$ cat config.mk
export PLATFORM = sky130hd
export DESIGN_NAME = tga_rle_pixel_decoder
export DESIGN_NICKNAME = d
export VERILOG_FILES = /design/src/sv/tga_pkg.sv /design/src/sv/tga_queue.sv /design/src/sv/tga_decode.sv /design/src/sv/tga_rle_pixel_decoder.sv
export SDC_FILE = /design/constraint.sdc
export NUM_CORES = 1
export LEC_CHECK = 0
export BUFFER_PORTS_ARGS = -buffer_cell sky130_fd_sc_hd__buf_2
export CORE_ASPECT_RATIO = 1.75
export CORE_MARGIN = 2
export CORE_UTILIZATION = 46
export DETAILED_ROUTE_END_ITERATION = 6
export PLACE_DENSITY = 0.73
export SLEW_MARGIN = 0
export SYNTH_ARGS = -nofsm -noshare
export SYNTH_HDL_FRONTEND = slang
export SYNTH_SLANG_ARGS = --single-unit
$ cat constraint.sdc
create_clock -name clock -period 21 [get_ports clock]
set_input_delay 1.05 -clock clock [delete_from_list [all_inputs] [get_ports clock]]
set_output_delay 1.05 -clock clock [all_outputs]
set_load 0.01 [all_outputs]
$ cat src/sv/tga_pkg.sv
// Shared types and constants of the TGA run-length pixel decoder.
package tga_pkg;

   localparam int PIXEL_COUNT_BITS = 32;
   localparam int QUEUE_DEPTH      = 2;
   localparam int QUEUE_PTR_BITS   = $clog2(QUEUE_DEPTH);
   localparam int QUEUE_CNT_BITS   = $clog2(QUEUE_DEPTH + 1);

   localparam logic [7:0] LITERAL_LIMIT = 8'h80;
   localparam logic [7:0] REPEAT_BIAS   = 8'd127;
   localparam logic [1:0] LAST_SLOT     = 2'd3;

   typedef enum logic [1:0] {
      CSR_RLE_MODE    = 2'd0,
      CSR_PIXEL_COUNT = 2'd1,
      CSR_SWAP        = 2'd2
   } csr_index_type;

   typedef enum logic [1:0] {
      PH_HEADER  = 2'd0,
      PH_LITERAL = 2'd1,
      PH_REPEAT  = 2'd2
   } phase_type;

   typedef struct packed {
      logic [7:0] data_byte;
      logic       start_of_image;
   } req_type;

   typedef struct packed {
      logic [7:0] chan0;
      logic [7:0] chan1;
      logic [7:0] chan2;
      logic [7:0] alpha;
      logic [7:0] run_length;
      logic       image_done;
      logic       overrun;
   } rsp_type;

   typedef struct packed {
      logic        rle_mode;
      logic        swap_red_blue;
      logic [31:0] pixel_count;
      logic        count_written;
   } cfg_type;

endpackage

$ cat src/sv/tga_queue.sv
// Two-word queue between the byte intake and the pixel decoder.
module tga_queue (
   input  logic             clock,
   input  logic             reset,
   input  logic             push_valid,
   output logic             push_ready,
   input  tga_pkg::req_type push_data,
   output logic             pop_valid,
   input  logic             pop_ready,
   output tga_pkg::req_type pop_data
);

   tga_pkg::req_type                       entry_ff [tga_pkg::QUEUE_DEPTH];
   logic [tga_pkg::QUEUE_PTR_BITS-1:0]     wr_ptr_ff, wr_ptr_in;
   logic [tga_pkg::QUEUE_PTR_BITS-1:0]     rd_ptr_ff, rd_ptr_in;
   logic [tga_pkg::QUEUE_CNT_BITS-1:0]     count_ff, count_in;
   logic                                   push, pop;

   localparam logic [tga_pkg::QUEUE_CNT_BITS-1:0] FULL_COUNT =
      tga_pkg::QUEUE_CNT_BITS'(tga_pkg::QUEUE_DEPTH);
   localparam logic [tga_pkg::QUEUE_PTR_BITS-1:0] LAST_PTR =
      tga_pkg::QUEUE_PTR_BITS'(tga_pkg::QUEUE_DEPTH - 1);

   assign push_ready = (count_ff != FULL_COUNT);
   assign pop_valid  = (count_ff != '0);
   assign push       = push_valid & push_ready;
   assign pop        = pop_valid & pop_ready;
   assign pop_data   = entry_ff[rd_ptr_ff];

   always_comb begin
      wr_ptr_in = wr_ptr_ff;
      rd_ptr_in = rd_ptr_ff;
      count_in  = count_ff;
      if (push) begin
         wr_ptr_in = (wr_ptr_ff == LAST_PTR) ? '0 : wr_ptr_ff + 1'b1;
      end
      if (pop) begin
         rd_ptr_in = (rd_ptr_ff == LAST_PTR) ? '0 : rd_ptr_ff + 1'b1;
      end
      if (push && !pop) begin
         count_in = count_ff + 1'b1;
      end else if (pop && !push) begin
         count_in = count_ff - 1'b1;
      end
   end

   always_ff @(posedge clock) begin
      if (reset) begin
         wr_ptr_ff <= '0;
         rd_ptr_ff <= '0;
         count_ff  <= '0;
      end else begin
         wr_ptr_ff <= wr_ptr_in;
         rd_ptr_ff <= rd_ptr_in;
         count_ff  <= count_in;
      end
   end

   always_ff @(posedge clock) begin
      if (push) begin
         entry_ff[wr_ptr_ff] <= push_data;
      end
   end

endmodule

$ cat src/sv/tga_decode.sv
// Pixel decoder: packet state, pixel assembly, run clipping and result register.
module tga_decode (
   input  logic             clock,
   input  logic             reset,
   input  tga_pkg::cfg_type cfg,
   input  logic             in_valid,
   output logic             in_ready,
   input  tga_pkg::req_type in_data,
   output logic             rsp_valid,
   input  logic             rsp_ready,
   output tga_pkg::rsp_type rsp_data
);

   localparam int PCB = tga_pkg::PIXEL_COUNT_BITS;

   tga_pkg::phase_type phase_ff, phase_in, s_phase;
   logic [7:0]     left_ff, left_in, s_left, left_dec;
   logic [1:0]     slot_ff, slot_in, s_slot;
   logic [23:0]    partial_ff, partial_in, s_partial;
   logic [PCB-1:0] done_cnt_ff, done_cnt_in, s_done_cnt;
   logic [PCB-1:0] remaining_ff, remaining_in, s_rem, rem_new;
   logic           exhausted_ff, exhausted_in, s_exh;
   logic           finished_ff, finished_in, s_finished;
   logic           clipped_ff, clipped_in, s_clipped;
   logic           recalc_ff;
   logic           rsp_valid_ff, rsp_valid_in;
   tga_pkg::rsp_type rsp_data_ff, rsp_data_in;

   logic [PCB-1:0] total;
   logic [PCB:0]   diff;
   logic [7:0]     byte_v, count, run_raw, run_fix;
   logic           take, start, active, is_header, is_literal_byte, clip, pix, done;
   logic           push;

   assign total  = cfg.pixel_count[PCB-1:0];
   assign byte_v = in_data.data_byte;
   assign start  = in_data.start_of_image;

   // hold intake while the remaining count is rebuilt after a count write
   assign in_ready = !recalc_ff && !cfg.count_written && (!rsp_valid_ff || rsp_ready);
   assign take     = in_valid & in_ready;

   // start of image clears the decoder before the byte is used
   assign s_phase    = start ? tga_pkg::PH_HEADER : phase_ff;
   assign s_left     = start ? 8'd0 : left_ff;
   assign s_slot     = start ? 2'd0 : slot_ff;
   assign s_partial  = start ? 24'd0 : partial_ff;
   assign s_done_cnt = start ? '0 : done_cnt_ff;
   assign s_rem      = start ? total : remaining_ff;
   assign s_exh      = start ? (total == '0) : exhausted_ff;
   assign s_finished = start ? 1'b0 : finished_ff;
   assign s_clipped  = start ? 1'b0 : clipped_ff;

   assign active    = !s_finished && !s_exh;
   assign is_header = cfg.rle_mode && (s_phase != tga_pkg::PH_LITERAL)
                      && (s_phase != tga_pkg::PH_REPEAT);
   assign is_literal_byte = (byte_v < tga_pkg::LITERAL_LIMIT);
   assign count     = is_literal_byte ? byte_v + 8'd1 : byte_v - tga_pkg::REPEAT_BIAS;
   assign clip      = {{(PCB-8){1'b0}}, count} > s_rem;
   assign pix       = !is_header && (s_slot == tga_pkg::LAST_SLOT);
   assign left_dec  = s_left - 8'd1;

   always_comb begin
      if (!cfg.rle_mode || s_phase == tga_pkg::PH_LITERAL) begin
         run_raw = 8'd1;
      end else begin
         run_raw = s_left;
      end
      if (run_raw == 8'd0) begin
         run_fix = 8'd1;
      end else if ({{(PCB-8){1'b0}}, run_raw} > s_rem) begin
         run_fix = s_rem[7:0];
      end else begin
         run_fix = run_raw;
      end
   end

   assign rem_new = s_rem - {{(PCB-8){1'b0}}, run_fix};
   assign done    = (rem_new == '0);
   assign push    = take && active && pix;
   assign diff    = {1'b0, total} - {1'b0, done_cnt_ff};

   // next phase
   always_comb begin
      phase_in = phase_ff;
      if (take) begin
         phase_in = s_phase;
         if (active) begin
            if (is_header) begin
               phase_in = is_literal_byte ? tga_pkg::PH_LITERAL : tga_pkg::PH_REPEAT;
            end else if (pix) begin
               if (cfg.rle_mode) begin
                  unique case (s_phase)
                     tga_pkg::PH_LITERAL: begin
                        if (left_dec == 8'd0) begin
                           phase_in = tga_pkg::PH_HEADER;
                        end
                     end
                     default: begin
                        phase_in = tga_pkg::PH_HEADER;
                     end
                  endcase
               end
               if (done) begin
                  phase_in = tga_pkg::PH_HEADER;
               end
            end
         end
      end
   end

   // datapath and result
   always_comb begin
      left_in      = left_ff;
      slot_in      = slot_ff;
      partial_in   = partial_ff;
      done_cnt_in  = done_cnt_ff;
      remaining_in = remaining_ff;
      exhausted_in = exhausted_ff;
      finished_in  = finished_ff;
      clipped_in   = clipped_ff;
      rsp_data_in  = rsp_data_ff;
      if (recalc_ff) begin
         remaining_in = diff[PCB-1:0];
         exhausted_in = diff[PCB] || (diff == '0);
      end else if (take) begin
         left_in      = s_left;
         slot_in      = s_slot;
         partial_in   = s_partial;
         done_cnt_in  = s_done_cnt;
         remaining_in = s_rem;
         exhausted_in = s_exh;
         finished_in  = s_finished;
         clipped_in   = s_clipped;
         if (active) begin
            if (is_header) begin
               clipped_in = clip;
               left_in    = clip ? s_rem[7:0] : count;
               slot_in    = 2'd0;
            end else if (!pix) begin
               unique case (s_slot)
                  2'd0:    partial_in[7:0]   = byte_v;
                  2'd1:    partial_in[15:8]  = byte_v;
                  default: partial_in[23:16] = byte_v;
               endcase
               slot_in = s_slot + 2'd1;
            end else begin
               slot_in = 2'd0;
               rsp_data_in.overrun = 1'b0;
               if (cfg.rle_mode) begin
                  if (s_phase == tga_pkg::PH_LITERAL) begin
                     left_in = left_dec;
                     rsp_data_in.overrun = (left_dec == 8'd0) && s_clipped;
                  end else begin
                     left_in = 8'd0;
                     rsp_data_in.overrun = s_clipped;
                  end
               end
               done_cnt_in  = s_done_cnt + {{(PCB-8){1'b0}}, run_fix};
               remaining_in = rem_new;
               exhausted_in = done;
               if (done) begin
                  finished_in = 1'b1;
                  left_in     = 8'd0;
               end
               rsp_data_in.chan0      = cfg.swap_red_blue ? s_partial[23:16] : s_partial[7:0];
               rsp_data_in.chan1      = s_partial[15:8];
               rsp_data_in.chan2      = cfg.swap_red_blue ? s_partial[7:0] : s_partial[23:16];
               rsp_data_in.alpha      = byte_v;
               rsp_data_in.run_length = run_fix;
               rsp_data_in.image_done = done;
            end
         end
      end
   end

   assign rsp_valid_in = push || (rsp_valid_ff && !rsp_ready);
   assign rsp_valid    = rsp_valid_ff;
   assign rsp_data     = rsp_data_ff;

   always_ff @(posedge clock) begin
      if (reset) begin
         phase_ff     <= tga_pkg::PH_HEADER;
         left_ff      <= 8'd0;
         slot_ff      <= 2'd0;
         partial_ff   <= 24'd0;
         done_cnt_ff  <= '0;
         remaining_ff <= PCB'(1);
         exhausted_ff <= 1'b0;
         finished_ff  <= 1'b0;
         clipped_ff   <= 1'b0;
         recalc_ff    <= 1'b0;
         rsp_valid_ff <= 1'b0;
      end else begin
         phase_ff     <= phase_in;
         left_ff      <= left_in;
         slot_ff      <= slot_in;
         partial_ff   <= partial_in;
         done_cnt_ff  <= done_cnt_in;
         remaining_ff <= remaining_in;
         exhausted_ff <= exhausted_in;
         finished_ff  <= finished_in;
         clipped_ff   <= clipped_in;
         recalc_ff    <= cfg.count_written;
         rsp_valid_ff <= rsp_valid_in;
      end
   end

   always_ff @(posedge clock) begin
      rsp_data_ff <= rsp_data_in;
   end

`ifndef SYNTHESIS
   a_remaining_live: assert property (@(posedge clock) disable iff (reset)
      (!recalc_ff && !exhausted_ff) |-> (remaining_ff != '0))
      else $error("remaining count is zero on a live image");
   a_literal_left: assert property (@(posedge clock) disable iff (reset)
      (phase_ff == tga_pkg::PH_LITERAL) |-> (left_ff != 8'd0))
      else $error("literal packet open with no pixels left");
   a_run_nonzero: assert property (@(posedge clock) disable iff (reset)
      push |-> (run_fix != 8'd0))
      else $error("result with zero run length");
   a_done_finishes: assert property (@(posedge clock) disable iff (reset)
      (push && done) |=> finished_ff)
      else $error("image complete but decoder not finished");
`endif

endmodule

$ cat src/sv/tga_rle_pixel_decoder.sv
// Top level of the TGA 32-bit pixel decoder: register file, byte queue, decoder.
//
//   port group   dir  handshake              payload
//   req_         in   req_valid/req_ready    tga_pkg::req_type (one byte)
//   rsp_         out  rsp_valid/rsp_ready    tga_pkg::rsp_type (one pixel or run)
//   csr_         in   csr_valid/csr_ready    csr_index, csr_data
//
// One byte per cycle while results are accepted and no count write holds intake;
// a result leaves the decoder register in the cycle after its alpha byte leaves
// the queue, which registers each byte first. A pixel-count write holds byte
// intake while the remaining count is rebuilt; csr_ready is always high.
// Synchronous reset clears all control state. A stalled result holds the decoder;
// up to two bytes then wait in the queue before req_ready drops.
module tga_rle_pixel_decoder (
   input  logic             clock,
   input  logic             reset,
   input  logic             req_valid,
   output logic             req_ready,
   input  tga_pkg::req_type req_data,
   output logic             rsp_valid,
   input  logic             rsp_ready,
   output tga_pkg::rsp_type rsp_data,
   input  logic             csr_valid,
   output logic             csr_ready,
   input  logic [1:0]       csr_index,
   input  logic [31:0]      csr_data
);

   logic             rle_mode_ff, swap_ff;
   logic [31:0]      pixel_count_ff;
   logic             csr_write;
   tga_pkg::cfg_type cfg;
   logic             q_valid, q_ready;
   tga_pkg::req_type q_data;

   assign csr_ready = 1'b1;
   assign csr_write = csr_valid & csr_ready;

   always_ff @(posedge clock) begin
      if (reset) begin
         rle_mode_ff    <= 1'b0;
         pixel_count_ff <= 32'd1;
         swap_ff        <= 1'b0;
      end else if (csr_write) begin
         unique case (csr_index)
            tga_pkg::CSR_RLE_MODE:    rle_mode_ff    <= csr_data[0];
            tga_pkg::CSR_PIXEL_COUNT: pixel_count_ff <= csr_data;
            tga_pkg::CSR_SWAP:        swap_ff        <= csr_data[0];
            default: ;
         endcase
      end
   end

   assign cfg.rle_mode      = rle_mode_ff;
   assign cfg.swap_red_blue = swap_ff;
   assign cfg.pixel_count   = pixel_count_ff;
   assign cfg.count_written = csr_write && (csr_index == tga_pkg::CSR_PIXEL_COUNT);

   tga_queue u_queue (
      .clock      (clock),
      .reset      (reset),
      .push_valid (req_valid),
      .push_ready (req_ready),
      .push_data  (req_data),
      .pop_valid  (q_valid),
      .pop_ready  (q_ready),
      .pop_data   (q_data)
   );

   tga_decode u_decode (
      .clock     (clock),
      .reset     (reset),
      .cfg       (cfg),
      .in_valid  (q_valid),
      .in_ready  (q_ready),
      .in_data   (q_data),
      .rsp_valid (rsp_valid),
      .rsp_ready (rsp_ready),
      .rsp_data  (rsp_data)
   );

endmodule

==> results.rst <==
.. list-table::
   :header-rows: 1

   * - Metric
     - Value
   * - Synthesis-stage register bit count
     - 204
   * - Maximum clock rate
     - 116 MHz
   * - Endpoint class of the critical path
     - flip-flop
   * - First-pass GRT wire length
     - 67.7 mm
   * - Die width
     - 136 microns
   * - Layout overhead on the synthesized area
     - 10.2%
   * - Top-count cell post-synth
     - sky130_fd_sc_hd__nor2_1
   * - Latest clock arrival within the worst-skew pair
     - 0.54 ns
   * - Num CTS Buffers
     - 20
   * - CTS clock-pin slew for the worst setup and hold paths
     - 0.07 ns
   * - Final Max Slew Viols
     - 0
   * - Overall power consumption
     - 1.45 mW
   * - Post-CTS sizing
     - 0
   * - Vias
     - 13300
   * - Worst setup slack after placement
     - 12.53 ns
   * - Data arrival, critical path
     - 9.01 ns
   * - Top cell types by occurrence after synthesis
     - 217 x sky130_fd_sc_hd__nor2_1, 215 x sky130_fd_sc_hd__nand2_1, 144 x sky130_fd_sc_hd__dfxtp_1, 135 x sky130_fd_sc_hd__a21oi_1, 74 x sky130_fd_sc_hd__inv_1
   * - Pin count of the biggest net entering global routing
     - 73
   * - Total number of nets in the final design
     - 1897
   * - Final period util
     - 0.409
   * - Worst Setup Start Kind
     - flip-flop
   * - # Max-Cap Violations
     - 0
   * - Proportion of synthesized chip area in sequential cells
     - 0.336
   * - Violated checks
     - DRC
   * - Setup repair after global routing missed its margin
     - no
   * - Synth top area cells
     - sky130_fd_sc_hd__dfxtp_1 21%, sky130_fd_sc_hd__edfxtp_1 13%, sky130_fd_sc_hd__ha_1 6.4%
   * - Leak Pwr
     - 5.88 nW
   * - Cell taking the most area after synthesis
     - sky130_fd_sc_hd__dfxtp_1
   * - Tightest Hold Check Type
     - reg -> reg
   * - Worst hold margin
     - 0.456 ns
   * - GRT overflow
     - 0
   * - Initial core utilization
     - 0.466
   * - Setup-violating endpoint count in the final report
     - 0
   * - Share of synthesized flip-flops with an asynchronous set or reset
     - 0
   * - Number of I/O port buffers
     - 91
   * - Clock tree root buffer cell
     - sky130_fd_sc_hd__clkbuf_16
   * - Core outline area
     - 30000 sq um
   * - Power density over the cells
     - 94.1 nW/um^2
   * - Top_reg_cell synth
     - sky130_fd_sc_hd__dfxtp_1
   * - Die footprint
     - 31800 sq um
   * - Yosys warning count
     - 0
   * - GRT Util Overall
     - 0.273
   * - Syn_nets
     - 1856
   * - Final Routed Wirelength
     - 43.8 mm
   * - Measured slew at the worst slew-check pin
     - 1.12 ns
   * - Cell Area, Synth
     - 13900 sq um
   * - Minimum clock period
     - 8.59 ns
   * - Unique cell type count in the Yosys netlist
     - 86
   * - Number of antenna violations at the first check in global routing
     - 0
   * - Std cell rows
     - 84
   * - Die height
     - 234 microns
   * - Worst IR Drop VDD
     - 0.0617 mV
   * - Number of global-route vias before repair
     - 12800
   * - HPWL Detailed
     - 32.9 mm
   * - Data required time of the critical path
     - 21.42 ns
   * - CTS HTree Levels
     - 1
   * - Critical path peak fanout
     - 41
   * - Share of cells above drive strength 1
     - 0.103
   * - Clock Sink Count
     - 204
   * - Number of endpoints with negative hold slack in the final report
     - 0
   * - Largest buffer count on any clock path
     - 3
   * - Post-Route Setup TNS
     - 0 ns
   * - Number of design-rule violations left by the first detailed-router iteration
     - 988
   * - Mapped Avg Cell Area
     - 8.04 sq um
   * - Worst slew margin
     - 0.251
   * - Drt drc
     - 1
   * - Remaining antenna violation count after routing
     - 0
   * - Diode count
     - 0
   * - Average wire per standard cell
     - 20.1 microns
   * - Post-synth top area share
     - 0.207
   * - TritonCTS clock tree
     - done
   * - Post-synthesis cell count
     - 1734
   * - Cts hold-fix bufs
     - 0
   * - Gp weighted congestion
     - 0.980
   * - Routed vias/inst
     - 6.09
   * - Top-Level Pins
     - 93
   * - Setup fix buffers added after clock tree synthesis
     - 0
   * - Crit path kind
     - reg -> reg
   * - Drt pass-1 iters
     - 7
   * - Final Worst Setup Slack
     - 12.41 ns
   * - Count of flip-flops with a built-in enable after synthesis
     - 60
   * - Run status
     - complete, but fails checks
   * - Worst Clk Skew
     - 0.0222 ns
metrics by stage:
| stage | cell area, sq um | util | cells |
|---|---|---|---|
| after floorplan | 13900 | - | 1734 |
| after CTS | 15400 | 0.513 | 2176 |
| final | 15400 | 0.513 | 2176 |
| after detailed placement | 14700 | 0.490 | 2140 |
| after global placement | 14700 | 0.490 | 2140 |
| after global routing | 15400 | 0.513 | 2176 |
state kept, by name, summed over array words and instances, names as in the netlist, 2 cells and up, named ones only:
register,flops
u_decode.rsp_data,42
pixel_count_ff,32
u_decode.done_cnt_ff,32
u_decode.remaining_ff,32
u_decode.partial_ff,24
u_queue.entry_ff,18
u_decode.left_ff,8
u_decode.phase_ff,2
u_decode.slot_ff,2
u_queue.count_ff,2
final timing paths:
| kind | start | to | slack (ns) | depth (start not counted) |
|---|---|---|---|---|
| max | flip-flop | u_decode.phase_ff[0] | 12.41 | 26 |
| min | u_decode.done_cnt_ff[6] | u_decode.done_cnt_ff[6] | 0.46 | 2 |
| max reg2reg | flip-flop | u_decode.phase_ff[0] | 12.41 | 26 |
| min reg2reg | u_decode.done_cnt_ff[6] | u_decode.done_cnt_ff[6] | 0.46 | 2 |
cell families after synthesis:
family | synth area share
AND/OR/NAND/NOR | 0.239
AO/OA/AOI/OAI | 0.188
flip-flops | 0.336
buffers and inverters | 0.0495
XOR/XNOR | 0.0641
adder cells (fa/ha/maj) | 0.0680
multiplexers | 0.0551
other | 0.000269
power by group:
group / leakage [nW] / switching (mW) / internal [mW]
Combinational: 3.81 / 0.384 / 0.203
Clock: 0.334 / 0.164 / 0.230
Sequential: 1.73 / 0.0309 / 0.434
Total: 5.88 / 0.579 / 0.866
placed cells by master, fill, tap and decap left out, drive strengths merged, types with 29 or more instances in the layout:
| cell type | instances |
|---|---|
| a21oi | 135 |
| o21ai | 68 |
| and2 | 32 |
| buf | 114 |
| nand3 | 36 |
| edfxtp | 60 |
| inv | 75 |
| nor3 | 72 |
| a22oi | 45 |
| nand2 | 216 |
| nor2 | 217 |
| xnor2 | 64 |
| nor4 | 29 |
| xor2 | 38 |
| ha | 71 |
| mux2i | 54 |
| dfxtp | 144 |
per-layer routing:
layer | wire (microns) | vias up | GRT usage
met3 | 2120 | 208 | 0.0311
met5 | 0 | - | 0
met2 | 22200 | 523 | 0.495
li1 | - | 6303 | -
met1 | 15000 | 6219 | 0.269
met4 | 4490 | 0 | 0.242
critical path: stages (launching register included):
cell                       delay [ns]
sky130_fd_sc_hd__dfxtp_1         0.69
sky130_fd_sc_hd__mux2i_4         0.32
sky130_fd_sc_hd__buf_4           0.47
sky130_fd_sc_hd__nand2_1         0.24
sky130_fd_sc_hd__and2_1          0.28
sky130_fd_sc_hd__and3_1          0.21
sky130_fd_sc_hd__ha_1            0.32
sky130_fd_sc_hd__o21a_1          0.11
sky130_fd_sc_hd__o21a_1          0.16
sky130_fd_sc_hd__o21a_1          0.16
sky130_fd_sc_hd__o21a_1          0.16
sky130_fd_sc_hd__o21a_1          0.16
sky130_fd_sc_hd__o21a_1          0.16
sky130_fd_sc_hd__o221ai_1        0.67
sky130_fd_sc_hd__mux2_2          0.42
sky130_fd_sc_hd__and2_1          0.21
sky130_fd_sc_hd__fa_1            0.47
sky130_fd_sc_hd__nor2b_1         0.17
sky130_fd_sc_hd__o211ai_1        0.15
sky130_fd_sc_hd__a21oi_1         0.89
sky130_fd_sc_hd__nor3_2          0.10
sky130_fd_sc_hd__xnor2_1         0.19
sky130_fd_sc_hd__or4b_1          0.53
sky130_fd_sc_hd__nor4_2          0.16
sky130_fd_sc_hd__nand4_1         0.57
sky130_fd_sc_hd__a221oi_2        0.44
sky130_fd_sc_hd__nor2_1          0.06
layout make-up:
class / count / area, sq um
Sequential cell: 204 / 4680
Clock inverter: 9 / 158
Fill cell: 2875 / 14600
Inverter: 75 / 287
Tap cell: 387 / 484
Clock buffer: 27 / 537
Timing Repair Buffer: 114 / 631
Multi-Input combinational cell: 1360 / 8580
No activity file was read; power rests on OpenSTA's default activity.
